File: src/bf4_pkg.sv
// Shared types, constants and helpers for the fourth-order low-pass filter.
// Used by every module of the block; depends on nothing.
`default_nettype none
package bf4_pkg;

  localparam int SAMPLE_W = 24;
  localparam int COEF_W   = 32;
  localparam int HIST_W   = 48;
  localparam int ACC_W    = 52;
  localparam int MUL_A_W  = 25;
  localparam int MUL_B_W  = 33;
  localparam int PROD_W   = MUL_A_W + MUL_B_W;
  localparam int PACC_W   = 81;
  localparam int ADDR_W   = 5;
  localparam int DATA_W   = 32;

  localparam logic [2:0] REG_GAIN = 3'd0;
  localparam logic [2:0] REG_F1   = 3'd1;
  localparam logic [2:0] REG_F2   = 3'd2;
  localparam logic [2:0] REG_S1   = 3'd3;
  localparam logic [2:0] REG_S2   = 3'd4;

  typedef enum logic [3:0] {
    ST_IDLE,
    ST_GAIN_MUL,
    ST_GAIN_ACC,
    ST_HI_MUL,
    ST_LO_MUL,
    ST_LO_ACC,
    ST_SUB,
    ST_SAT,
    ST_MIX,
    ST_DONE
  } state_t;

  typedef struct packed {
    state_t phase;
    logic   sec;
    logic   tap;
    logic   load_out;
  } ctrl_t;

  typedef struct packed {
    logic        [COEF_W-1:0] gain;
    logic signed [COEF_W-1:0] f1;
    logic signed [COEF_W-1:0] f2;
    logic signed [COEF_W-1:0] s1;
    logic signed [COEF_W-1:0] s2;
  } cfg_t;

  function automatic logic signed [HIST_W-1:0] sat48(input logic signed [ACC_W-1:0] v);
    logic signed [HIST_W-1:0] r;
    if (v[ACC_W-1:HIST_W-1] == {(ACC_W-HIST_W+1){1'b0}} ||
        v[ACC_W-1:HIST_W-1] == {(ACC_W-HIST_W+1){1'b1}}) begin
      r = v[HIST_W-1:0];
    end else if (v[ACC_W-1]) begin
      r = {1'b1, {(HIST_W-1){1'b0}}};
    end else begin
      r = {1'b0, {(HIST_W-1){1'b1}}};
    end
    return r;
  endfunction

endpackage
`default_nettype wire

File: src/butterworth_lowpass_4th_order.sv
// Fourth-order low-pass filter: two cascaded biquads on one shared multiplier.
// The sequencer steps each accepted sample through nine multiplies and their
// accumulations on the one multiplier, then registers the result at sample_out.
// A new sample is taken only after the last result is loaded for output.
// Reset (rst, synchronous): config, sequencer, section history clear to zero.
// Depends on bf4_pkg, bf4_regs, bf4_seq, bf4_dp and bf4_mul.
`default_nettype none
module butterworth_lowpass_4th_order (
  input  wire logic                                clk,
  input  wire logic                                rst,
  input  wire logic                                psel,
  input  wire logic                                penable,
  input  wire logic                                pwrite,
  input  wire logic [bf4_pkg::ADDR_W-1:0]          paddr,
  input  wire logic [bf4_pkg::DATA_W-1:0]          pwdata,
  output logic      [bf4_pkg::DATA_W-1:0]          prdata,
  output logic                                     pready,
  input  wire logic                                in_valid,
  output logic                                     in_ready,
  input  wire logic signed [bf4_pkg::SAMPLE_W-1:0] sample_in,
  output logic                                     out_valid,
  input  wire logic                                out_ready,
  output logic signed      [bf4_pkg::SAMPLE_W-1:0] sample_out
);

  bf4_pkg::cfg_t  cfg;
  bf4_pkg::ctrl_t ctrl;

  bf4_regs u_regs (
    .clk     (clk),
    .rst     (rst),
    .psel    (psel),
    .penable (penable),
    .pwrite  (pwrite),
    .paddr   (paddr),
    .pwdata  (pwdata),
    .prdata  (prdata),
    .pready  (pready),
    .cfg     (cfg)
  );

  bf4_seq u_seq (
    .clk       (clk),
    .rst       (rst),
    .in_valid  (in_valid),
    .in_ready  (in_ready),
    .out_valid (out_valid),
    .out_ready (out_ready),
    .ctrl      (ctrl)
  );

  bf4_dp u_dp (
    .clk        (clk),
    .rst        (rst),
    .in_accept  (in_valid & in_ready),
    .sample_in  (sample_in),
    .cfg        (cfg),
    .ctrl       (ctrl),
    .sample_out (sample_out)
  );

endmodule
`default_nettype wire

File: src/bf4_regs.sv
// Configuration register file behind an APB-style port.
// Depends on bf4_pkg for register codes and the cfg_t bundle.
`default_nettype none
module bf4_regs (
  input  wire logic                        clk,
  input  wire logic                        rst,
  input  wire logic                        psel,
  input  wire logic                        penable,
  input  wire logic                        pwrite,
  input  wire logic [bf4_pkg::ADDR_W-1:0]  paddr,
  input  wire logic [bf4_pkg::DATA_W-1:0]  pwdata,
  output logic      [bf4_pkg::DATA_W-1:0]  prdata,
  output logic                             pready,
  output bf4_pkg::cfg_t                    cfg
);

  logic [2:0] idx;
  logic       wr;

  assign idx    = paddr[4:2];
  assign pready = 1'b1;
  assign wr     = psel & penable & pwrite;

  always_ff @(posedge clk) begin
    if (rst) begin
      cfg <= '0;
    end else if (wr) begin
      unique case (idx)
        bf4_pkg::REG_GAIN: cfg.gain <= pwdata;
        bf4_pkg::REG_F1:   cfg.f1   <= pwdata;
        bf4_pkg::REG_F2:   cfg.f2   <= pwdata;
        bf4_pkg::REG_S1:   cfg.s1   <= pwdata;
        bf4_pkg::REG_S2:   cfg.s2   <= pwdata;
        default: ;
      endcase
    end
  end

  always_comb begin
    unique case (idx)
      bf4_pkg::REG_GAIN: prdata = cfg.gain;
      bf4_pkg::REG_F1:   prdata = cfg.f1;
      bf4_pkg::REG_F2:   prdata = cfg.f2;
      bf4_pkg::REG_S1:   prdata = cfg.s1;
      bf4_pkg::REG_S2:   prdata = cfg.s2;
      default:           prdata = '0;
    endcase
  end

endmodule
`default_nettype wire

File: src/bf4_mul.sv
// Shared signed multiplier with a registered product.
// Depends on bf4_pkg for operand widths.
`default_nettype none
module bf4_mul (
  input  wire logic                               clk,
  input  wire logic signed [bf4_pkg::MUL_A_W-1:0] a,
  input  wire logic signed [bf4_pkg::MUL_B_W-1:0] b,
  output logic signed      [bf4_pkg::PROD_W-1:0]  prod
);

  always_ff @(posedge clk) begin
    prod <= a * b;
  end

endmodule
`default_nettype wire

File: src/bf4_seq.sv
// Sequencer that steps one sample through gain, two sections and output.
// Depends on bf4_pkg for state_t and ctrl_t.
`default_nettype none
module bf4_seq (
  input  wire logic      clk,
  input  wire logic      rst,
  input  wire logic      in_valid,
  output logic           in_ready,
  output logic           out_valid,
  input  wire logic      out_ready,
  output bf4_pkg::ctrl_t ctrl
);

  bf4_pkg::state_t state, state_next;
  logic sec, sec_next;
  logic tap, tap_next;
  logic out_valid_next;
  logic load_out;

  always_ff @(posedge clk) begin
    if (rst) begin
      state     <= bf4_pkg::ST_IDLE;
      sec       <= 1'b0;
      tap       <= 1'b0;
      out_valid <= 1'b0;
    end else begin
      state     <= state_next;
      sec       <= sec_next;
      tap       <= tap_next;
      out_valid <= out_valid_next;
    end
  end

  always_comb begin
    state_next     = state;
    sec_next       = sec;
    tap_next       = tap;
    load_out       = 1'b0;
    out_valid_next = out_valid & ~out_ready;
    in_ready       = 1'b0;
    unique case (state)
      bf4_pkg::ST_IDLE: begin
        in_ready = 1'b1;
        if (in_valid) begin
          state_next = bf4_pkg::ST_GAIN_MUL;
        end
      end
      bf4_pkg::ST_GAIN_MUL: state_next = bf4_pkg::ST_GAIN_ACC;
      bf4_pkg::ST_GAIN_ACC: begin
        sec_next   = 1'b0;
        tap_next   = 1'b0;
        state_next = bf4_pkg::ST_HI_MUL;
      end
      bf4_pkg::ST_HI_MUL: state_next = bf4_pkg::ST_LO_MUL;
      bf4_pkg::ST_LO_MUL: state_next = bf4_pkg::ST_LO_ACC;
      bf4_pkg::ST_LO_ACC: state_next = bf4_pkg::ST_SUB;
      bf4_pkg::ST_SUB: begin
        if (!tap) begin
          tap_next   = 1'b1;
          state_next = bf4_pkg::ST_HI_MUL;
        end else begin
          state_next = bf4_pkg::ST_SAT;
        end
      end
      bf4_pkg::ST_SAT: state_next = bf4_pkg::ST_MIX;
      bf4_pkg::ST_MIX: begin
        if (!sec) begin
          sec_next   = 1'b1;
          tap_next   = 1'b0;
          state_next = bf4_pkg::ST_HI_MUL;
        end else begin
          state_next = bf4_pkg::ST_DONE;
        end
      end
      bf4_pkg::ST_DONE: begin
        // hold until the output register is free
        if (!out_valid || out_ready) begin
          load_out       = 1'b1;
          out_valid_next = 1'b1;
          state_next     = bf4_pkg::ST_IDLE;
        end
      end
      default: state_next = bf4_pkg::ST_IDLE;
    endcase
  end

  assign ctrl.phase    = state;
  assign ctrl.sec      = sec;
  assign ctrl.tap      = tap;
  assign ctrl.load_out = load_out;

endmodule
`default_nettype wire

File: src/bf4_dp.sv
// Datapath: operand selection, accumulators, saturation and section history.
// Depends on bf4_pkg and instantiates the shared multiplier bf4_mul.
`default_nettype none
module bf4_dp (
  input  wire logic                                clk,
  input  wire logic                                rst,
  input  wire logic                                in_accept,
  input  wire logic signed [bf4_pkg::SAMPLE_W-1:0] sample_in,
  input  wire bf4_pkg::cfg_t                       cfg,
  input  wire bf4_pkg::ctrl_t                      ctrl,
  output logic signed      [bf4_pkg::SAMPLE_W-1:0] sample_out
);

  localparam int HW = bf4_pkg::HIST_W;
  localparam int AW = bf4_pkg::ACC_W;
  localparam int PW = bf4_pkg::PACC_W;

  logic signed [bf4_pkg::SAMPLE_W-1:0] x;
  logic signed [HW-1:0] fr, fo, sr, so;
  logic signed [AW-1:0] w_acc;
  logic signed [PW-1:0] pacc;
  logic signed [HW-1:0] wsat;

  logic signed [bf4_pkg::MUL_A_W-1:0] mul_a;
  logic signed [bf4_pkg::MUL_B_W-1:0] mul_b;
  logic signed [bf4_pkg::PROD_W-1:0]  prod;

  logic signed [HW-1:0]                 h_sel, r_sel, o_sel;
  logic signed [bf4_pkg::COEF_W-1:0]    c_sel;
  logic signed [AW-1:0]                 mix_sum;
  logic signed [HW-1:0]                 y;
  logic signed [PW-31:0]                pshift;

  bf4_mul u_mul (
    .clk  (clk),
    .a    (mul_a),
    .b    (mul_b),
    .prod (prod)
  );

  always_comb begin
    r_sel = ctrl.sec ? sr : fr;
    o_sel = ctrl.sec ? so : fo;
    h_sel = ctrl.tap ? o_sel : r_sel;
    unique case ({ctrl.sec, ctrl.tap})
      2'b00:   c_sel = cfg.f1;
      2'b01:   c_sel = cfg.f2;
      2'b10:   c_sel = cfg.s1;
      default: c_sel = cfg.s2;
    endcase
  end

  always_comb begin
    mul_a = '0;
    mul_b = '0;
    unique case (ctrl.phase)
      bf4_pkg::ST_GAIN_MUL: begin
        mul_a = {x[bf4_pkg::SAMPLE_W-1], x};
        mul_b = {1'b0, cfg.gain};
      end
      bf4_pkg::ST_HI_MUL: begin
        mul_a = {h_sel[HW-1], h_sel[HW-1:24]};
        mul_b = {c_sel[bf4_pkg::COEF_W-1], c_sel};
      end
      bf4_pkg::ST_LO_MUL: begin
        mul_a = {1'b0, h_sel[23:0]};
        mul_b = {c_sel[bf4_pkg::COEF_W-1], c_sel};
      end
      default: ;
    endcase
  end

  assign pshift  = pacc[PW-1:30];
  assign mix_sum = AW'(wsat) + (AW'(r_sel) <<< 1) + AW'(o_sel);
  assign y       = bf4_pkg::sat48(mix_sum);

  always_ff @(posedge clk) begin
    if (in_accept) begin
      x <= sample_in;
    end
    unique case (ctrl.phase)
      bf4_pkg::ST_GAIN_ACC: w_acc <= AW'(signed'(prod[55:8]));
      bf4_pkg::ST_LO_MUL:   pacc  <= PW'(prod) <<< 24;
      bf4_pkg::ST_LO_ACC:   pacc  <= pacc + PW'(prod);
      bf4_pkg::ST_SUB:      w_acc <= w_acc - AW'(pshift);
      bf4_pkg::ST_SAT:      wsat  <= bf4_pkg::sat48(w_acc);
      bf4_pkg::ST_MIX:      w_acc <= AW'(y);
      default: ;
    endcase
    if (ctrl.load_out) begin
      sample_out <= w_acc[HW-1:24];
    end
  end

  always_ff @(posedge clk) begin
    if (rst) begin
      fr <= '0;
      fo <= '0;
      sr <= '0;
      so <= '0;
    end else if (ctrl.phase == bf4_pkg::ST_MIX) begin
      if (ctrl.sec) begin
        so <= sr;
        sr <= wsat;
      end else begin
        fo <= fr;
        fr <= wsat;
      end
    end
  end

endmodule
`default_nettype wire
File: config.mk
export PLATFORM = sky130hd
export DESIGN_NAME = butterworth_lowpass_4th_order
export DESIGN_NICKNAME = d
export VERILOG_FILES = /design/src/bf4_pkg.sv /design/src/butterworth_lowpass_4th_order.sv /design/src/bf4_regs.sv /design/src/bf4_mul.sv /design/src/bf4_seq.sv /design/src/bf4_dp.sv
export SDC_FILE = /design/constraint.sdc
export NUM_CORES = 2
export LEC_CHECK = 0
export BUFFER_PORTS_ARGS = -buffer_cell sky130_fd_sc_hd__buf_4
export CORE_ASPECT_RATIO = 0.75
export CORE_MARGIN = 2
export CORE_UTILIZATION = 45
export DETAILED_ROUTE_END_ITERATION = 10
export REMOVE_ABC_BUFFERS = 1
export SYNTH_ARGS = -nofsm -noshare
export SYNTH_HDL_FRONTEND = slang
export SYNTH_SLANG_ARGS = --single-unit
File: constraint.sdc
create_clock -name clk -period 21.2 [get_ports clk]
set_input_delay 4.24 -clock clk [delete_from_list [all_inputs] [get_ports clk]]
set_output_delay 4.24 -clock clk [all_outputs]
set_load 0.005 [all_outputs]
## Word-level counts from Yosys, hierarchy flattened

Cells that the tools add are included.
W data, S select, Z words.

| storage, ports and cells | value |
|---|---|
| flip-flop bits (word level) | 646 |
| bits of input ports | 68 |
| output and inout bits | 59 |
| logic and storage cells | 98 |

| operators by class | value |
|---|---|
| add/sub/neg operators | 4 |
| multiply operators | 1 |
| eq/ne operators | 20 |
| mux-type cells | 26 |
| bitwise logic cells | 6 |
| reduce and logical (&&, ||, !) cells | 22 |

Operator list:

| kind | number |
|---|---|
| $mux W48 | 7 |
| $pmux W81 S2 | 1 |
| $pmux W32 S5 | 1 |
| $pmux W52 S3 | 1 |
| $pmux W32 S3 | 1 |
| $add A81 B58 Y81 | 1 |
| $pmux W25 S3 | 1 |
| $pmux W33 S2 | 1 |
| $mul A25 B33 Y58 | 1 |
| $sub A52 B51 Y52 | 1 |
| $add A50 B48 Y51 | 1 |
| $add A48 B49 Y50 | 1 |
| $pmux W4 S10 | 1 |
| $reduce_and A2 Y1 | 9 |
| $eq A4 B3 Y1 const B | 4 |
| $mux W4 | 3 |
| $eq A5 B5 Y1 const B | 2 |
| $logic_not A5 Y1 | 2 |
| $eq A4 B2 Y1 const B | 2 |
| $eq A4 B4 Y1 const B | 2 |
| $eq A3 B2 Y1 const B | 2 |
| $mux W1 | 6 |
| $and A1 B1 Y1 | 4 |
| $eq A4 B1 Y1 const B | 1 |
| 18 further kinds | 23 |

## Logic depth before layout (Yosys ltp)

| logic depth | value |
|---|---|
| depth in word-level cells | 7 |
| depth in mapped cells | 37 |
| mapped depth without buffers | 32 |

## Modules after synthesis

From an unflattened synthesis, not the netlist that was laid out.

| second synthesis, totals | value |
|---|---|
| cells, all modules | 7444 |
| area total of the unflattened synthesis | 68942.4 µm² |

By module, submodules not included:

| module | times used | cells each | area each (µm²) | seq. area each (µm²) |
|---|---|---|---|---|
| bf4_dp | 1 | 3488 | 30934.7 | 10720.3 |
| bf4_mul | 1 | 3184 | 30066.3 | 1161.1 |
| bf4_regs | 1 | 721 | 7514.7 | 3203.1 |
| bf4_seq | 1 | 50 | 420.4 | 140.1 |
| butterworth_lowpass_4th_order | 1 | 1 | 6.3 | 0.0 |

## Worst setup path before layout

Ideal clock, no wire load.

| path | value |
|---|---|
| path type | register -> register |
| start | reg u_seq.state[3] |
| end | reg u_dp.u_mul.prod[54] (netlist bit) |
| library setup time | 0.121 ns |
| arrival time | 14.527 ns |
| data required time | 21.079 ns |
| setup slack | 6.552 ns |
| stages on the path, launching flop included | 34 |
| buffers on the path | 5 |
| clock period less this slack | 14.648 ns |
| path through | dfxtp_1 > clkbuf_1 > nor3b_1 > nand2b_1 > clkbuf_1 > o21ai_1 > nand2_1 > clkbuf_1 > clkbuf_1 > nor2_1 > fa_1 > fa_1 > inv_1 > fa_1 > inv_1 > fa_1 > fa_1 > fa_1 > inv_1 > fa_1 > inv_1 > ha_1 > clkbuf_1 > o21a_1 > o211ai_1 > nor3_1 > o211ai_1 > a31o_2 > a2bb2oi_1 > o311ai_1 > a31oi_1 > o21bai_1 > a21oi_1 > xnor2_1 |

| between the ends | value |
|---|---|
| word-level cells in the longest chain between the ends | 4 |
| elaborated cells between the ends (all ways) | 7 |
| those cells by class | mul: 1; eq/ne: 3; mux: 2; reduce/logical: 1 |

RTL lines:

| what | RTL line | text |
|---|---|---|
| start: declaration | bf4_seq.sv:14 | `bf4_pkg::state_t state, state_next;` |
| start signal: assignment | bf4_seq.sv:22 | `state <= bf4_pkg::ST_IDLE;` |
| start signal: assignment | bf4_seq.sv:27 | `state <= state_next;` |
| $eq A4 B2 Y1 / $eq A4 B3 Y1 (equally long branches) | bf4_dp.sv:56 | `unique case (ctrl.phase)` |
| $reduce_or A2 Y1 (no line) | - |  |
| $pmux W33 S2 | bf4_dp.sv:56 |  |
| $mul A25 B33 Y58 (*) | bf4_mul.sv:12 | `prod <= a * b;` |
| end signal: assignment | bf4_mul.sv:12 |  |
| end: declaration | bf4_mul.sv:8 | `output logic signed [bf4_pkg::PROD_W-1:0] prod` |

Mark *: on every way between the ends. The rest lies on a longest branch, timed or not.
A chain may end at the register's enable or synchronous reset.

## Final worst setup path

| path | value |
|---|---|
| start | reg u_seq.sec |
| end | reg u_dp.u_mul.prod[56] (netlist bit) |

| between the ends | value |
|---|---|
| word-level cells in the longest chain between the ends | 4 |
| elaborated cells between the ends (all ways) | 10 |
| those cells by class | mul: 1; eq/ne: 2; mux: 6; reduce/logical: 1 |

RTL lines:

| what | RTL line | text |
|---|---|---|
| start: declaration | bf4_seq.sv:15 | `logic sec, sec_next;` |
| start signal: assignment | bf4_seq.sv:28 | `sec <= sec_next;` |
| $eq A2 B2 Y1 (tied with other cells) | bf4_dp.sv:45 | `unique case ({ctrl.sec, ctrl.tap})` |
| $pmux W32 S3 / $mux W48 (equally long branches) | bf4_dp.sv:45, bf4_dp.sv:44 |  |
| $pmux W33 S2 / $pmux W25 S3 (equally long branches) | bf4_dp.sv:56 |  |
| $mul A25 B33 Y58 (*) | bf4_mul.sv:12 |  |

Marked as above.

==> summary.txt <==
Route
  – DR pass1 iterations: 6
  – DR vias: roughly 56,000
  – Metal1 wirelength: 103,800 µm
  – Wire length on met3: 25,650 µm
  – Highest metal used: met5
  – WL final: between 200,000 and 250,000 µm
  – # DRC: 0
  – Via density: 5.732
  – Met2 WL: 89,130 µm
  – 1st-iter DRT viols: 6,091
  – Antenna viol nets, final: 0
  – WL/cell: ~23 µm

Critical path
  – CP peak stage delay: about 0.85 ns
  – Startpoint class of the critical path: flop
  – Endpoint type of the worst setup path: flop
  – Crit path kind: flop to flop
  – Most frequent CP cell: fa_1
  – Worst EP arrival: 12.13 ns
  – WP data required: approximately 22 ns
  – Critical-path top delay cell: fa_1
  – Critical path fanouts, max: 62

Synth
  – Synthesized area per cell: about 8.6 µm²
  – Synthesis Warnings: 0
  – Post-synth EDFFs: 229
  – Async S/R FF share, synth: 0%
  – Synth Instances: 7,833
  – FF+latch count, synth: 646
  – Post-synth top flop: dfxtp_1
  – Register area share after synthesis: 22.69%
  – Count of cell types in the netlist: 95
  – Synth Cell Area: roughly 67,000 µm²

Power
  – Leakage: 32.22 nW
  – Share of power burned in registers: 43.1%
  – PwrDens: 43.35 nW/µm²
  – Worst vdd ir: 55.35 µV
  – Switch share: 29.41%
  – Logic pwr share: 13.5%
  – Internal: 2.211 mW
  – Switching pwr: ~920 µW
  – Clock power share: 43.4%

STA
  – Final setup vio count: 0
  – Final Hold Slack: 0.4375 ns
  – Setup TNS: 0 ns
  – Achievable Freq: roughly 87 MHz
  – Max-slew violation count: 0
  – Slew headroom: 17.07%
  – Final Hold Fails: 0
  – Fin worst setup slack: 9.687 ns
  – Worst slew pin tran: about 1.2 ns
  – Clock Skew: 0.04928 ns
  – Tmin final: between 10 and 15 ns
  – RSZ-0062 raised after global routing: no
  – Final period utilization: 54.31%

Cells and area
  – Non-Filler Instances: 9,727
  – # nets final: roughly 9,000
  – Commonest non-fill, non-tap cell in the layout: nand2_1
  – Layout cells sized above 1: 7.093%
  – Multi-input gate area: between 40,000 and 50,000 µm²
  – Most frequent cells in the layout: nand2_1, inv_1, fa_1
  – FILL cells: 14,270
  – Area delta synth->final: 7.662%
  – Register area: 15,230 µm²
  – Design area: between 70,000 and 80,000 µm²

Status
  – Status: finished, final reports clean

Clock network
  – Clock sinks: 646
  – CTS resizes: 0
  – Worst-path clk slew: 0.06 ns
  – CTS H-tree depth: 3
  – CTS max path bufs: 3
  – Hold buffer count at cts: 0
  – Number of setup buffers added after CTS: 0
  – CTS tree: done
  – Clock Latency Late Sink: 0.71 ns
  – TritonCTS buffer count: between 70 and 80
  – Root buffer cell: clkbuf_16

Place
  – Number of port buffers: approximately 120
  – Final GP Congestion: 0.9583
  – DP Worst Slack: 9.729 ns
  – Hpwl dp: 168,900 µm
  – Placed insts: 9,591
  – Post-DP Area: 69,730 µm²

Global route
  – Total GRT Usage: 29.05%
  – Grt ovf: 0
  – Vias in the first global route: 53,510
  – Initial antenna violation count: 9
  – Largest net degree at the start of global routing: between 100 and 150
  – Global-route wire length before repair: 337,800 µm

Worst hold path
  – Hold crit path type: flop to flop

Floorplan
  – Boundary pin count: between 100 and 150
  – Die width: approximately 450 µm
  – Core ar.: approximately 150,000 µm²
  – Die height: 338.4 µm
  – Row count: 122
  – Initial core utilization: 45.41%
  – Die area: 152,300 µm²

Flow run
  – Max_cap viols: 0
## cells in the mapped netlist (8+ instances only)
library cell	instances	area, µm²
o21a_1	62	465.5
and4_1	9	78.83
o31ai_1	14	105.1
nor3_1	42	210.2
o21ai_0	233	1166
dfxtp_1	417	8348
a31oi_1	37	231.5
o22ai_1	38	237.7
a21o_1	154	1156
nand2_1	1380	5180
xor2_1	66	578.1
nand3_1	77	385.4
a22oi_1	57	427.9
nand4_1	47	294.0
inv_1	1024	3844
a211oi_1	32	240.2
clkbuf_1	401	1505
o21ai_1	43	215.2
nand2b_1	69	431.7
or3_1	22	137.6
o31a_1	15	131.4
o211ai_1	50	375.4
a221o_1	10	100.1
a21oi_1	712	3563
nor2_1	646	2425
mux2i_1	83	830.8
mux2_2	128	1441
edfxtp_1	229	6877
ha_1	338	4229
and2_1	43	269.0
nor2b_1	28	175.2
fa_1	893	17880
a21boi_0	10	75.07
a211o_1	11	96.34
and3_1	41	256.5
buf_1	22	82.58
or2_2	10	62.56
xnor2_1	158	1384
o21bai_1	55	412.9
nor4_1	8	50.05
## state kept, by name (all words and copies together) (netlist names)
signal	cells
u_dp.w_acc	52
u_dp.pacc	81
u_seq.tap	1
u_dp.u_mul.prod	58
u_dp.wsat	48
u_dp.fo	48
u_dp.so	48
u_seq.state	4
u_seq.out_valid	1
u_dp.sr	48
u_regs.cfg	160
u_dp.x	24
u_dp.sample_out	24
u_seq.sec	1
u_dp.fr	48
## per-stage QoR
step	utilization, %	total power [mW]
finish	48.89	3.132
global route	48.89	3.230
global placement	47.19	1.783
detailed placement	47.19	1.785
floorplan	-	1.603
CTS	48.89	3.142
## critical path, delay by kind of cell, from the launching register on
family	cells	cell delay [ns]
fa+ha+maj	8	4.45
compound gates	10	2.38
buf+inv	8	2.12
mux	2	0.77
flops	1	0.76
simple gates	2	0.54
xor+xnor	1	0.25
## layer usage
| metal | global-route usage, % | vias to the layer above |
|---|---|---|
| li1 | - | 25140 |
| met1 | 45.60 | 27770 |
| met2 | 39.61 | 2585 |
| met3 | 7.648 | 255 |
| met4 | 5.670 | 6 |
| met5 | 0 | - |
## layout make-up
type | count | area share (%)
flip-flops and latches | 646 | 21.08
clock buffers | 97 | 2.823
clock inverters | 36 | 0.6443
well taps | 1984 | 3.436
inverters | 1027 | 5.336
multi-input cells | 5727 | 64.50
diodes | 3 | 0.01039
repair buffers | 207 | 2.161
## power by group through the flow
stage / clock (mW) / combinational, mW / sequential [mW]
after CTS: 1.38 / 0.413 / 1.35
after detailed placement: 0 / 0.410 / 1.37
final: 1.36 / 0.423 / 1.35
after global routing: 1.42 / 0.457 / 1.35
after floorplan: 0 / 0.252 / 1.35
after global placement: 0 / 0.408 / 1.38
## kinds of logic after synthesis
kind of cell | count (synthesis) | share of synthesized area [%]
xor+xnor | 224 | 2.924
compound gates | 1610 | 14.55
buf+inv | 1460 | 8.208
mux | 214 | 3.474
flops | 646 | 22.69
simple gates | 2447 | 15.20
fa+ha+maj | 1231 | 32.94
other cells | 1 | 0.005589
## worst paths after layout
path                    endpoint  cells after the start  slack [ns]   startpoint
max          u_dp.u_mul.prod[56]                     31        9.69    u_seq.sec
min                  u_dp.fo[45]                      2        0.44  u_dp.fr[45]
max reg2reg  u_dp.u_mul.prod[56]                     31        9.69    u_seq.sec
min reg2reg          u_dp.fo[45]                      2        0.44  u_dp.fr[45]
(Power assumes the default switching activity.)
